==> src/design/tlv8fx_pkg.sv <==
`timescale 1ns / 1ps
package tlv8fx_pkg;

  localparam int unsigned CapW = 11;

  typedef enum logic [1:0] {
    PH_TYPE = 2'd0,
    PH_LEN  = 2'd1,
    PH_PAY  = 2'd2
  } phase_t;

  typedef enum logic [2:0] {
    ST_OK        = 3'd0,
    ST_NOT_FOUND = 3'd1,
    ST_TRUNC     = 3'd2,
    ST_DUP       = 3'd3,
    ST_OVER      = 3'd4
  } status_t;

  typedef enum logic {
    CFG_WANTED_TYPE = 1'b0,
    CFG_CAPACITY    = 1'b1
  } cfg_index_t;

  typedef struct packed {
    phase_t            phase;
    logic [7:0]        bytes_left;
    logic              record_matches;
    logic              field_found;
    logic              prior_full;
    logic [CapW-1:0]   bytes_used;
    status_t           error_code;
  } msg_state_t;

  typedef struct packed {
    logic              emit;
    logic              data_valid;
    logic [7:0]        data_out;
    logic              done_res;
    status_t           status;
    logic [CapW-1:0]   total_length;
  } result_t;

  localparam msg_state_t MsgClear = '{
    phase:          PH_TYPE,
    bytes_left:     8'd0,
    record_matches: 1'b0,
    field_found:    1'b0,
    prior_full:     1'b0,
    bytes_used:     '0,
    error_code:     ST_OK
  };

endpackage

==> src/design/tlv8_field_extractor_unit.sv <==
`timescale 1ns / 1ps
// TLV8 field extractor.
// in_*: one message byte per request, in_tlast on the final byte.
// out_*: one request per extracted payload byte (out_tuser = 1) and one on
//   the final byte (out_tlast = 1) with status and total length; a byte that
//   is both gives a single request. Other bytes give no output request.
// cfg_*: register writes, index 0 wanted type, index 1 capacity. Write only
//   while no message is in flight.
// A result reaches out_* through the output register, or through the skid entry first when the output register is full.
// Throughput: one byte per cycle while in_tready is high. The whole parse step is one level of
//   logic from the accepted byte to the state and output registers.
// A two-entry output buffer (output register plus skid entry) keeps
//   in_tready high while one result waits; with both entries full,
//   in_tready drops until out_tready takes one.
// Reset: wanted type 0, capacity 1024, parser at a type byte, buffer empty.
// After a status request the parser is back at a type byte; the registers
//   keep their values.
module tlv8_field_extractor_unit
  import tlv8fx_pkg::*;
#(
  parameter int unsigned MAX_CAPACITY = 1024
) (
  input  logic        clk,
  input  logic        rst_n,
  input  logic        in_tvalid,
  output logic        in_tready,
  input  logic [7:0]  in_tdata,   // [7:0] byte_in
  input  logic        in_tlast,   // last_byte
  output logic        out_tvalid,
  input  logic        out_tready,
  output logic [23:0] out_tdata,  // [7:0] data_out, [10:8] status, [21:11] total_length
  output logic        out_tuser,  // data_valid
  output logic        out_tlast,  // done_res
  input  logic        cfg_valid,
  output logic        cfg_ready,
  input  logic        cfg_index,
  input  logic [10:0] cfg_data
);

  localparam logic [16:0] MaxCap = 17'(MAX_CAPACITY);

  logic [7:0]      wanted_type_r;
  logic [CapW-1:0] capacity_r;
  logic [CapW-1:0] limit;
  msg_state_t      st_r, st_nxt;
  result_t         res;
  result_t         out_res_r, skid_res_r;
  logic            out_v_r, skid_v_r;
  logic            in_take, out_take, push;

  assign cfg_ready = 1'b1;
  assign limit = ({6'd0, capacity_r} < MaxCap) ? capacity_r : MaxCap[CapW-1:0];

  always_ff @(posedge clk) begin
    if (!rst_n) begin
      wanted_type_r <= 8'd0;
      capacity_r    <= 11'd1024;
    end else if (cfg_valid && cfg_ready) begin
      unique case (cfg_index_t'(cfg_index))
        CFG_WANTED_TYPE: wanted_type_r <= cfg_data[7:0];
        CFG_CAPACITY:    capacity_r    <= cfg_data;
        default:         ;
      endcase
    end
  end

  tlv8fx_step u_step (
    .st          (st_r),
    .wanted_type (wanted_type_r),
    .limit       (limit),
    .byte_in     (in_tdata),
    .last_byte   (in_tlast),
    .st_nxt      (st_nxt),
    .res         (res)
  );

  assign in_tready = !skid_v_r;
  assign in_take   = in_tvalid && in_tready;
  assign push      = in_take && res.emit;
  assign out_take  = out_v_r && out_tready;

  always_ff @(posedge clk) begin
    if (!rst_n) begin
      st_r <= MsgClear;
    end else if (in_take) begin
      st_r <= st_nxt;
    end
  end

  always_ff @(posedge clk) begin
    if (!rst_n) begin
      out_v_r  <= 1'b0;
      skid_v_r <= 1'b0;
    end else if (skid_v_r) begin
      if (out_take) begin
        out_v_r  <= 1'b1;
        skid_v_r <= 1'b0;
      end
    end else if (!out_v_r || out_take) begin
      out_v_r <= push;
    end else if (push) begin
      skid_v_r <= 1'b1;
    end
  end

  always_ff @(posedge clk) begin
    if (skid_v_r) begin
      if (out_take) begin
        out_res_r <= skid_res_r;
      end
    end else if (!out_v_r || out_take) begin
      out_res_r <= res;
    end else if (push) begin
      skid_res_r <= res;
    end
  end

  assign out_tvalid = out_v_r;
  assign out_tuser  = out_res_r.data_valid;
  assign out_tlast  = out_res_r.done_res;
  assign out_tdata  = {2'b00, out_res_r.total_length, out_res_r.status, out_res_r.data_out};

endmodule

==> src/design/tlv8fx_step.sv <==
`timescale 1ns / 1ps
module tlv8fx_step
  import tlv8fx_pkg::*;
(
  input  msg_state_t      st,
  input  logic [7:0]      wanted_type,
  input  logic [CapW-1:0] limit,
  input  logic [7:0]      byte_in,
  input  logic            last_byte,
  output msg_state_t      st_nxt,
  output result_t         res
);

  msg_state_t       nx;
  logic [CapW-1:0]  room;
  logic             emit_byte;

  assign room = (st.bytes_used < limit) ? (limit - st.bytes_used) : '0;
  assign emit_byte = (st.error_code == ST_OK) && (st.phase == PH_PAY) && st.record_matches;

  // next message state
  always_comb begin
    nx = st;
    if (st.error_code == ST_OK) begin
      unique case (st.phase)
        PH_LEN: begin
          if (st.record_matches) begin
            if (st.field_found && !st.prior_full) begin
              nx.error_code = ST_DUP;
            end else if ({3'b000, byte_in} > room) begin
              nx.error_code = ST_OVER;
            end else begin
              nx.field_found = 1'b1;
            end
          end
          nx.prior_full = st.record_matches && (byte_in == 8'hFF);
          nx.bytes_left = byte_in;
          nx.phase = (byte_in != 8'd0) ? PH_PAY : PH_TYPE;
        end
        PH_PAY: begin
          if (st.record_matches) begin
            nx.bytes_used = st.bytes_used + CapW'(1);
          end
          nx.bytes_left = st.bytes_left - 8'd1;
          if (st.bytes_left == 8'd1) begin
            nx.phase = PH_TYPE;
          end
        end
        default: begin
          nx.record_matches = (byte_in == wanted_type);
          nx.phase = PH_LEN;
        end
      endcase
      if (last_byte && (nx.error_code == ST_OK) && (nx.phase != PH_TYPE)) begin
        nx.error_code = ST_TRUNC;
      end
    end
    st_nxt = last_byte ? MsgClear : nx;
  end

  // result for this byte
  always_comb begin
    res = '0;
    res.emit = emit_byte || last_byte;
    res.data_valid = emit_byte;
    res.data_out = emit_byte ? byte_in : 8'd0;
    res.done_res = last_byte;
    if (last_byte) begin
      if (nx.error_code != ST_OK) begin
        res.status = nx.error_code;
      end else if (nx.field_found) begin
        res.status = ST_OK;
        res.total_length = nx.bytes_used;
      end else begin
        res.status = ST_NOT_FOUND;
      end
    end
  end

endmodule
==> config.mk <==
export PLATFORM = sky130hd
export DESIGN_NAME = tlv8_field_extractor_unit
export DESIGN_NICKNAME = d
export VERILOG_FILES = /design/src/design/tlv8fx_pkg.sv /design/src/design/tlv8_field_extractor_unit.sv /design/src/design/tlv8fx_step.sv
export SDC_FILE = /design/constraint.sdc
export NUM_CORES = 1
export LEC_CHECK = 0
export BUFFER_PORTS_ARGS = -buffer_cell sky130_fd_sc_hd__buf_4
export CAP_MARGIN = 25
export CORE_UTILIZATION = 50
export CTS_BUF_LIST = sky130_fd_sc_hd__clkbuf_16
export DETAILED_ROUTE_END_ITERATION = 8
export GPL_ROUTABILITY_DRIVEN = 0
export HOLD_SLACK_MARGIN = 0.02
export PLACE_DENSITY_LB_ADDON = 0.2
export SYNTH_ARGS = -nofsm -noshare
export SYNTH_HDL_FRONTEND = slang
export SYNTH_SLANG_ARGS = --single-unit
export TNS_END_PERCENT = 1
==> constraint.sdc <==
create_clock -name clk -period 4.1 [get_ports clk]
set_input_delay 0.41 -clock clk [delete_from_list [all_inputs] [get_ports clk]]
set_output_delay 0.41 -clock clk [all_outputs]
set_load 0.05 [all_outputs]
Yosys cells after proc, flatten, opt, wreduce, memory -nomap -nowiden
Index checks and enable logic that the tools add are counted.

operators by class
  $mul = 0
  magnitude comparators = 3
  reductions and logical operators = 32
  div/mod/pow operators = 0
  $add $sub $neg = 3
  bitwise gates (word level) = 3
  mux-type cells = 38
  eq/ne operators = 7
  shift operators = 0

operators with widths
  operator                                                               count
  24-bit two-way mux                                                     3
  11-bit two-way mux                                                     6
  27-bit two-way mux                                                     2
  3-bit two-way mux                                                      7
  8-bit one-hot mux with 2 select lines                                  1
  14-bit two-way mux                                                     1
  1-bit two-way mux                                                      12
  3-bit AND reduction                                                    4
  11-bit by 1-bit adder with 11-bit output, second input constant        1
  8-bit by 11-bit > comparator with 1-bit output                         1
  11-bit less-than comparator                                            1
  11-bit less-than comparator, second input constant                     1
  11-bit subtractor                                                      1
  1-bit logical AND                                                      9
  8-bit by 1-bit equality test with 1-bit output, second input constant  1
  8-bit equality test                                                    1
  8-bit equality test, second input constant                             1
  2-bit two-way mux                                                      4
  8-bit two-way mux                                                      1
  2-bit AND reduction                                                    4
  2-bit nonzero test                                                     4
  8-bit nonzero test                                                     1
  8-bit by 1-bit subtractor with 8-bit output, second input constant     1
  3-bit logical NOT                                                      2
  other kinds (9)                                                        16

storage, ports and cells
  ROM bits = 0
  output and inout bits = 29
  flip-flop bits (word level) = 96
  memories kept = 0
  word-level logic and storage cells = 107
  memory bits (writable) = 0
  latch bits = 0

Depth between registers and ports, before layout
  word-level depth = 20
  depth in mapped cells = 20

Modules after synthesis
A second synthesis with hierarchy kept.

unflattened totals
  cell total of the unflattened synthesis = 607
  area total of the unflattened synthesis = 5760.5 µm²

modules (own cells, without submodules)
  module                     instances  seq. area each (µm²)  area an instance (µm²)  cells an instance
  tlv8_field_extractor_unit  1          2402.3                3753.6                  300
  tlv8fx_step                1          0.0                   2006.9                  307

Worst setup path before layout
No wires, ideal clock.

  path type = flip-flop to flip-flop
  start point = register capacity_r[10]
  end point = register out_res_r, in the netlist out_tdata[8] (data pin)
  setup slack = 0.106 ns
  path buffers = 2
  data required time = 3.835 ns
  setup time = 0.265 ns
  arrival time = 3.729 ns
  cell stages (with the launch flop) = 18
  cell sequence = dfxtp_1 -> clkbuf_1 -> nor2b_1 -> ha_1 -> o2111ai_1 -> a211oi_2 -> o41a_1 -> buf_2 -> nand2_1 -> ha_1 -> nand4_1 -> a21o_1 -> a31oi_1 -> nand3_1 -> a2111oi_2 -> nor3_4 -> a311oi_1 -> o21ai_1

between the ends
  cells in the longest elaborated chain, start to end = 20
  elaborated cells on any way between the ends = 26
  classes of those cells = add/sub (1); order compare (3); mux (18); reduce/logical (4)

RTL lines
  item                                                              RTL line                          text
  start, declared                                                   tlv8_field_extractor_unit.sv:43   logic [CapW-1:0] capacity_r;
  start signal, assigned                                            tlv8_field_extractor_unit.sv:61   CFG_CAPACITY: capacity_r <= cfg_data;
  11-bit less-than comparator                                       tlv8_field_extractor_unit.sv:52   assign limit = ({6'd0, capacity_r} < MaxCap) ? capacity_r : MaxCap[CapW-1:0];
  11-bit two-way mux (*)                                            tlv8_field_extractor_unit.sv:52
  11-bit subtractor or 11-bit less-than comparator (tied branches)  tlv8fx_step.sv:18                 assign room = (st.bytes_used < limit) ? (limit - st.bytes_used) : '0;
  11-bit two-way mux (*)                                            tlv8fx_step.sv:18
  8-bit by 11-bit > comparator with 1-bit output (*)                tlv8fx_step.sv:30                 end else if ({3'b000, byte_in} > room) begin
  3-bit two-way mux                                                 tlv8fx_step.sv:30
  3-bit two-way mux                                                 tlv8fx_step.sv:28                 if (st.field_found && !st.prior_full) begin
  3-bit two-way mux                                                 tlv8fx_step.sv:27                 if (st.record_matches) begin
  [3 not listed]                                                    --
  1-bit logical AND (2 in a row)                                    tlv8fx_step.sv:54                 if (last_byte && (nx.error_code == ST_OK) && (nx.phase != PH_TYPE)) begin
  3-bit two-way mux                                                 tlv8fx_step.sv:54
  27-bit two-way mux (*)                                            tlv8fx_step.sv:24                 if (st.error_code == ST_OK) begin
  3-bit nonzero test                                                tlv8fx_step.sv:69                 if (nx.error_code != ST_OK) begin
  3-bit two-way mux (*)                                             tlv8fx_step.sv:69
  14-bit two-way mux (*)                                            tlv8fx_step.sv:68                 if (last_byte) begin
  24-bit two-way mux (*)                                            tlv8_field_extractor_unit.sv:111  end else if (!out_v_r || out_take) begin
  24-bit two-way mux (*)                                            tlv8_field_extractor_unit.sv:107  if (skid_v_r) begin
  end signal, assigned                                              tlv8_field_extractor_unit.sv:109  out_res_r <= skid_res_r;
  end signal, assigned                                              tlv8_field_extractor_unit.sv:112  out_res_r <= res;
  end, declared                                                     tlv8_field_extractor_unit.sv:47   result_t out_res_r, skid_res_r;

Every way passes the cells marked *; elsewhere a longest branch is shown, timed or not. The select of a mux whose other input is x is not followed.
A chain may end at the register's enable or synchronous reset.

Final worst setup path
  start point = register st_r[6] (netlist bit)
  end point = register out_res_r, in the netlist out_tdata[11] (data pin)

between the ends
  cells in the longest elaborated chain, start to end = 18
  elaborated cells on any way between the ends = 24
  classes of those cells = add/sub (1); order compare (2); mux (17); reduce/logical (4)

RTL lines
  item                                                              RTL line                          text
  start, declared                                                   tlv8_field_extractor_unit.sv:45   msg_state_t st_r, st_nxt;
  start signal, assigned                                            tlv8_field_extractor_unit.sv:84   st_r <= MsgClear;
  start signal, assigned                                            tlv8_field_extractor_unit.sv:86   st_r <= st_nxt;
  11-bit subtractor or 11-bit less-than comparator (tied branches)  tlv8fx_step.sv:18
  11-bit two-way mux (*)                                            tlv8fx_step.sv:18
  8-bit by 11-bit > comparator with 1-bit output (*)                tlv8fx_step.sv:30
  3-bit two-way mux                                                 tlv8fx_step.sv:30
  3-bit two-way mux                                                 tlv8fx_step.sv:28
  3-bit two-way mux                                                 tlv8fx_step.sv:27
  3-bit two-way mux                                                 tlv8fx_step.sv:25                 unique case (st.phase)
  3-bit two-way mux                                                 tlv8fx_step.sv:24
  3-bit logical NOT                                                 tlv8fx_step.sv:54
  1-bit logical AND (2 in a row)                                    tlv8fx_step.sv:54
  3-bit two-way mux                                                 tlv8fx_step.sv:54
  27-bit two-way mux (*)                                            tlv8fx_step.sv:24
  3-bit nonzero test                                                tlv8fx_step.sv:69
  11-bit two-way mux (*)                                            tlv8fx_step.sv:69
  14-bit two-way mux (*)                                            tlv8fx_step.sv:68
  24-bit two-way mux (*)                                            tlv8_field_extractor_unit.sv:111
  24-bit two-way mux (*)                                            tlv8_field_extractor_unit.sv:107

Marked as above.

==> results.cfg <==
[detailed_routing]
drc_errors = 0
wl_um = 12350
num_vias = 4398
dr.pass1.iters = 5
vias_per_cell = 5.653
drtAntennaViolNets = 0
routedWlPerCell_um = 15.88
drtIter0Drc = 152

[layout]
drive_gt1_frac = 0.2290
fin_nets = 688
diodes = 0
area_growth_pct = 20.65

[timing]
min_period_ns = 4.049
final-max-slew-violation-count = 0
fin_setup_tns_ns = 0
whs_ns = 0.2640
rsz0062_at_grt = true
fin_worst_skew_ns = 0.004931
tightestPinTransition_ns = 0.9320
hold_viol = 0
max_freq_mhz = 247.0
setup_viol = 0
fin_ws_ns = 0.05081
slew_headroom = 0.3786
finalCritPeriodShare = 0.9876

[synth]
synthAdderAreaFrac = 0.05980
synthArstFlopShare = 0
synth_top_area_cell = edfxtp_1
synth-compound-area-share = 0.1591
yosysUniqueCellTypes = 67
synth_xor_area_frac = 0.04415
yosysMostFrequentCell = nand2_1
syn-cell-area_um2 = 5356
ys_seq_area_frac = 0.4485
synth-main-ff-cell = edfxtp_1
syn-instance-count = 571
synthMuxAreaShare = 0.03878
synth_top_area_share = 0.2691
synth_commonest_cells = nand2_1 (73), nor2_1 (63), dfxtp_1 (48), edfxtp_1 (48), a21oi_1 (42)
yosysWarnings = 0
synth_seq_cells = 96
synth_edf_count = 48
avgSynthCellArea_um2 = 9.381
synth_top_family_by_area = simple AND/OR/NAND/NOR gates
yosys-top-cells-area = edfxtp_1 (27%), dfxtp_1 (18%), ha_1 (5.6%)
synth-simple-area-share = 0.2088

[critical_path]
cp_max_fo = 8
worst-setup-path-type = flip-flop to flip-flop
rr_worst_depth = 17
required_ns = 4.27
crit_chain = inv_1, ha_1, a21o_1, a21oi_2, a211oi_2, o41a_1, nand2_1, ha_4, a211o_1, o211ai_1, a31oi_4, nor2b_1, o2bb2ai_1, a31o_2, nand4b_4, buf_4, o31ai_1
r2r_end = out_tdata[11]
ff2ff_setup_slack_ns = 0.05
cpPeakStageDelay_ns = 0.49
critPathLaunchType = flip-flop
crit_start = st_r[6]
r2r_start = st_r[6]
cp-endpoint = out_tdata[11]
cp_slowest_cell = o41a_1
critPathArrivalTime_ns = 4.22
cp-end-kind = flip-flop

[clock_network]
clkSinkCount = 96
cts_tree = yes
cts_root_buffer = clkbuf_16
cts_made_buffers = 9
clkTransAtPathRegs_ns = 0.07
cts_htree_levels = 3
clockBufferDepth = 2
clock_latency_ns = 0.35

[floorplanning]
io_pins = 55
dieArea_um2 = 11130
core_um2 = 10370
initial_core_util = 0.5165
die_h_um = 105.5
die_x_um = 105.5
rows = 37

[pwr]
finalPower_mw = 2.311
peakVddDrop_v = 0.0001694
cellPowerDensity_nw_per_um2 = 357.6
p_leak_nw = 2.427

[grt]
grt_pass1_vias = 4139
grt_pass1_wl_um = 20250
grt_max_degree = 42
grt_util_all_layers = 0.2323
grt_overflow = 0
antenna_found_initial = 0

[placement]
port_buffers = 51
dp_hpwl_um = 8884
dp_slack_ns = -0.04968

[min_path]
hold_class = input port to flip-flop

[run_status]
status = finished, final reports clean

[flow_run]
maxCapViolations = 0
## cell type report
class / count / area [um^2]
Tap cell: 136 / 170.2
Sequential cell: 96 / 2406
Multi-Input combinational cell: 426 / 2855
Clock inverter: 7 / 101.3
Timing Repair Buffer: 81 / 618.1
Inverter: 23 / 86.33
Clock buffer: 9 / 225.2
Fill cell: 899 / 3908
## power by group
group	total, mW	switching (mW)	internal [mW]
Sequential	1.05	0.0150	1.04
Combinational	0.328	0.208	0.119
Clock	0.931	0.389	0.542
Total	2.31	0.612	1.70
## stage by stage
step / area (um^2) / util / instances
2_1_floorplan: 5360 / - / 572
3_3_place_gp: 6012 / 0.5798 / 759
3_5_place_dp: 6012 / 0.5798 / 759
4_1_cts: 6364 / 0.6137 / 775
5_1_grt: 6462 / 0.6232 / 778
6_report: 6462 / 0.6232 / 778
## what timing repair did
item,4_1_cts,5_1_grt
hold endpoints to repair,0,0
pin swaps,2,4
hold buffers,0,0
buffers inserted,0,2
endpoints found under the setup margin,12,26
resized for setup,3,15
## routing by layer
| layer | track usage | wire [um] | up-vias |
|---|---|---|---|
| li1 | - | - | 2179 |
| met1 | 0.3083 | 5615 | 2080 |
| met2 | 0.3886 | 6045 | 123 |
| met3 | 0.02659 | 468 | 16 |
| met4 | 0.09127 | 222 | 0 |
| met5 | 0 | 0 | - |
## worst max-delay path: cells and delay by family, from the launching register on
kind            cells  cell delay, ns
simple gates        3            0.51
fa+ha+maj           2            0.56
compound gates     10            2.20
flops               1            0.34
buf+inv             2            0.26
## cells by family (layout without fill, tap and decap cells)
logic type	after synthesis	in the layout
and+or+nand+nor	229	229
AOI/OAI and AO/OA	122	122
DFF	96	96
buffers and inverters	50	120
xor gates and xnor gates	27	27
adders and majority gates	25	25
muxes	20	20
other	2	3
## how the worst min path moves through the flow
stage | start | endpoint | slack [ns] | depth (start not counted)
final | cfg_data[10] | capacity_r[10] | 0.26 | 3
after global routing | cfg_data[10] | capacity_r[10] | 0.30 | 3
after CTS | cfg_data[10] | capacity_r[10] | 0.26 | 3
after detailed placement | capacity_r[5] | capacity_r[5] | 0.44 | 2
after global placement | capacity_r[4] | capacity_r[4] | 0.44 | 2
after floorplan | capacity_r[1] | capacity_r[1] | 0.43 | 2
## placed cells by master (no fill, tap or decap), types with 3 or more instances in the layout
| cell type | count |
|---|---|
| buf_4 | 79 |
| nand2_1 | 73 |
| nor2_1 | 63 |
| edfxtp_1 | 48 |
| dfxtp_1 | 47 |
| a21oi_1 | 42 |
| ha_1 | 21 |
| o21ai_0 | 20 |
| inv_1 | 19 |
| xnor2_1 | 19 |
| nor2b_1 | 16 |
| mux2i_1 | 14 |
| nand3_1 | 13 |
| and2_1 | 10 |
| nor3_1 | 9 |
| o31ai_2 | 9 |
| clkbuf_16 | 9 |
| nand4_1 | 8 |
| xor2_1 | 8 |
| nor4_1 | 6 |
| mux2_2 | 6 |
| o31ai_1 | 6 |
| a21o_1 | 5 |
| nand2b_1 | 5 |
| nand3_2 | 3 |
| o21a_1 | 3 |
| or3_1 | 3 |
| inv_2 | 3 |
| o21ai_1 | 3 |
| and3_1 | 3 |
| nor3_2 | 3 |
| a211o_1 | 3 |
| a22oi_1 | 3 |
| conb_1 | 3 |
## flip-flops by register name, indices dropped and copies added, names as in the netlist
register / flops
capacity_r: 11
out_tdata: 22
out_tlast: 1
out_tuser: 1
out_tvalid: 1
skid_res_r: 24
skid_v_r: 1
st_r: 27
wanted_type_r: 8
(Power assumes the default switching activity.)
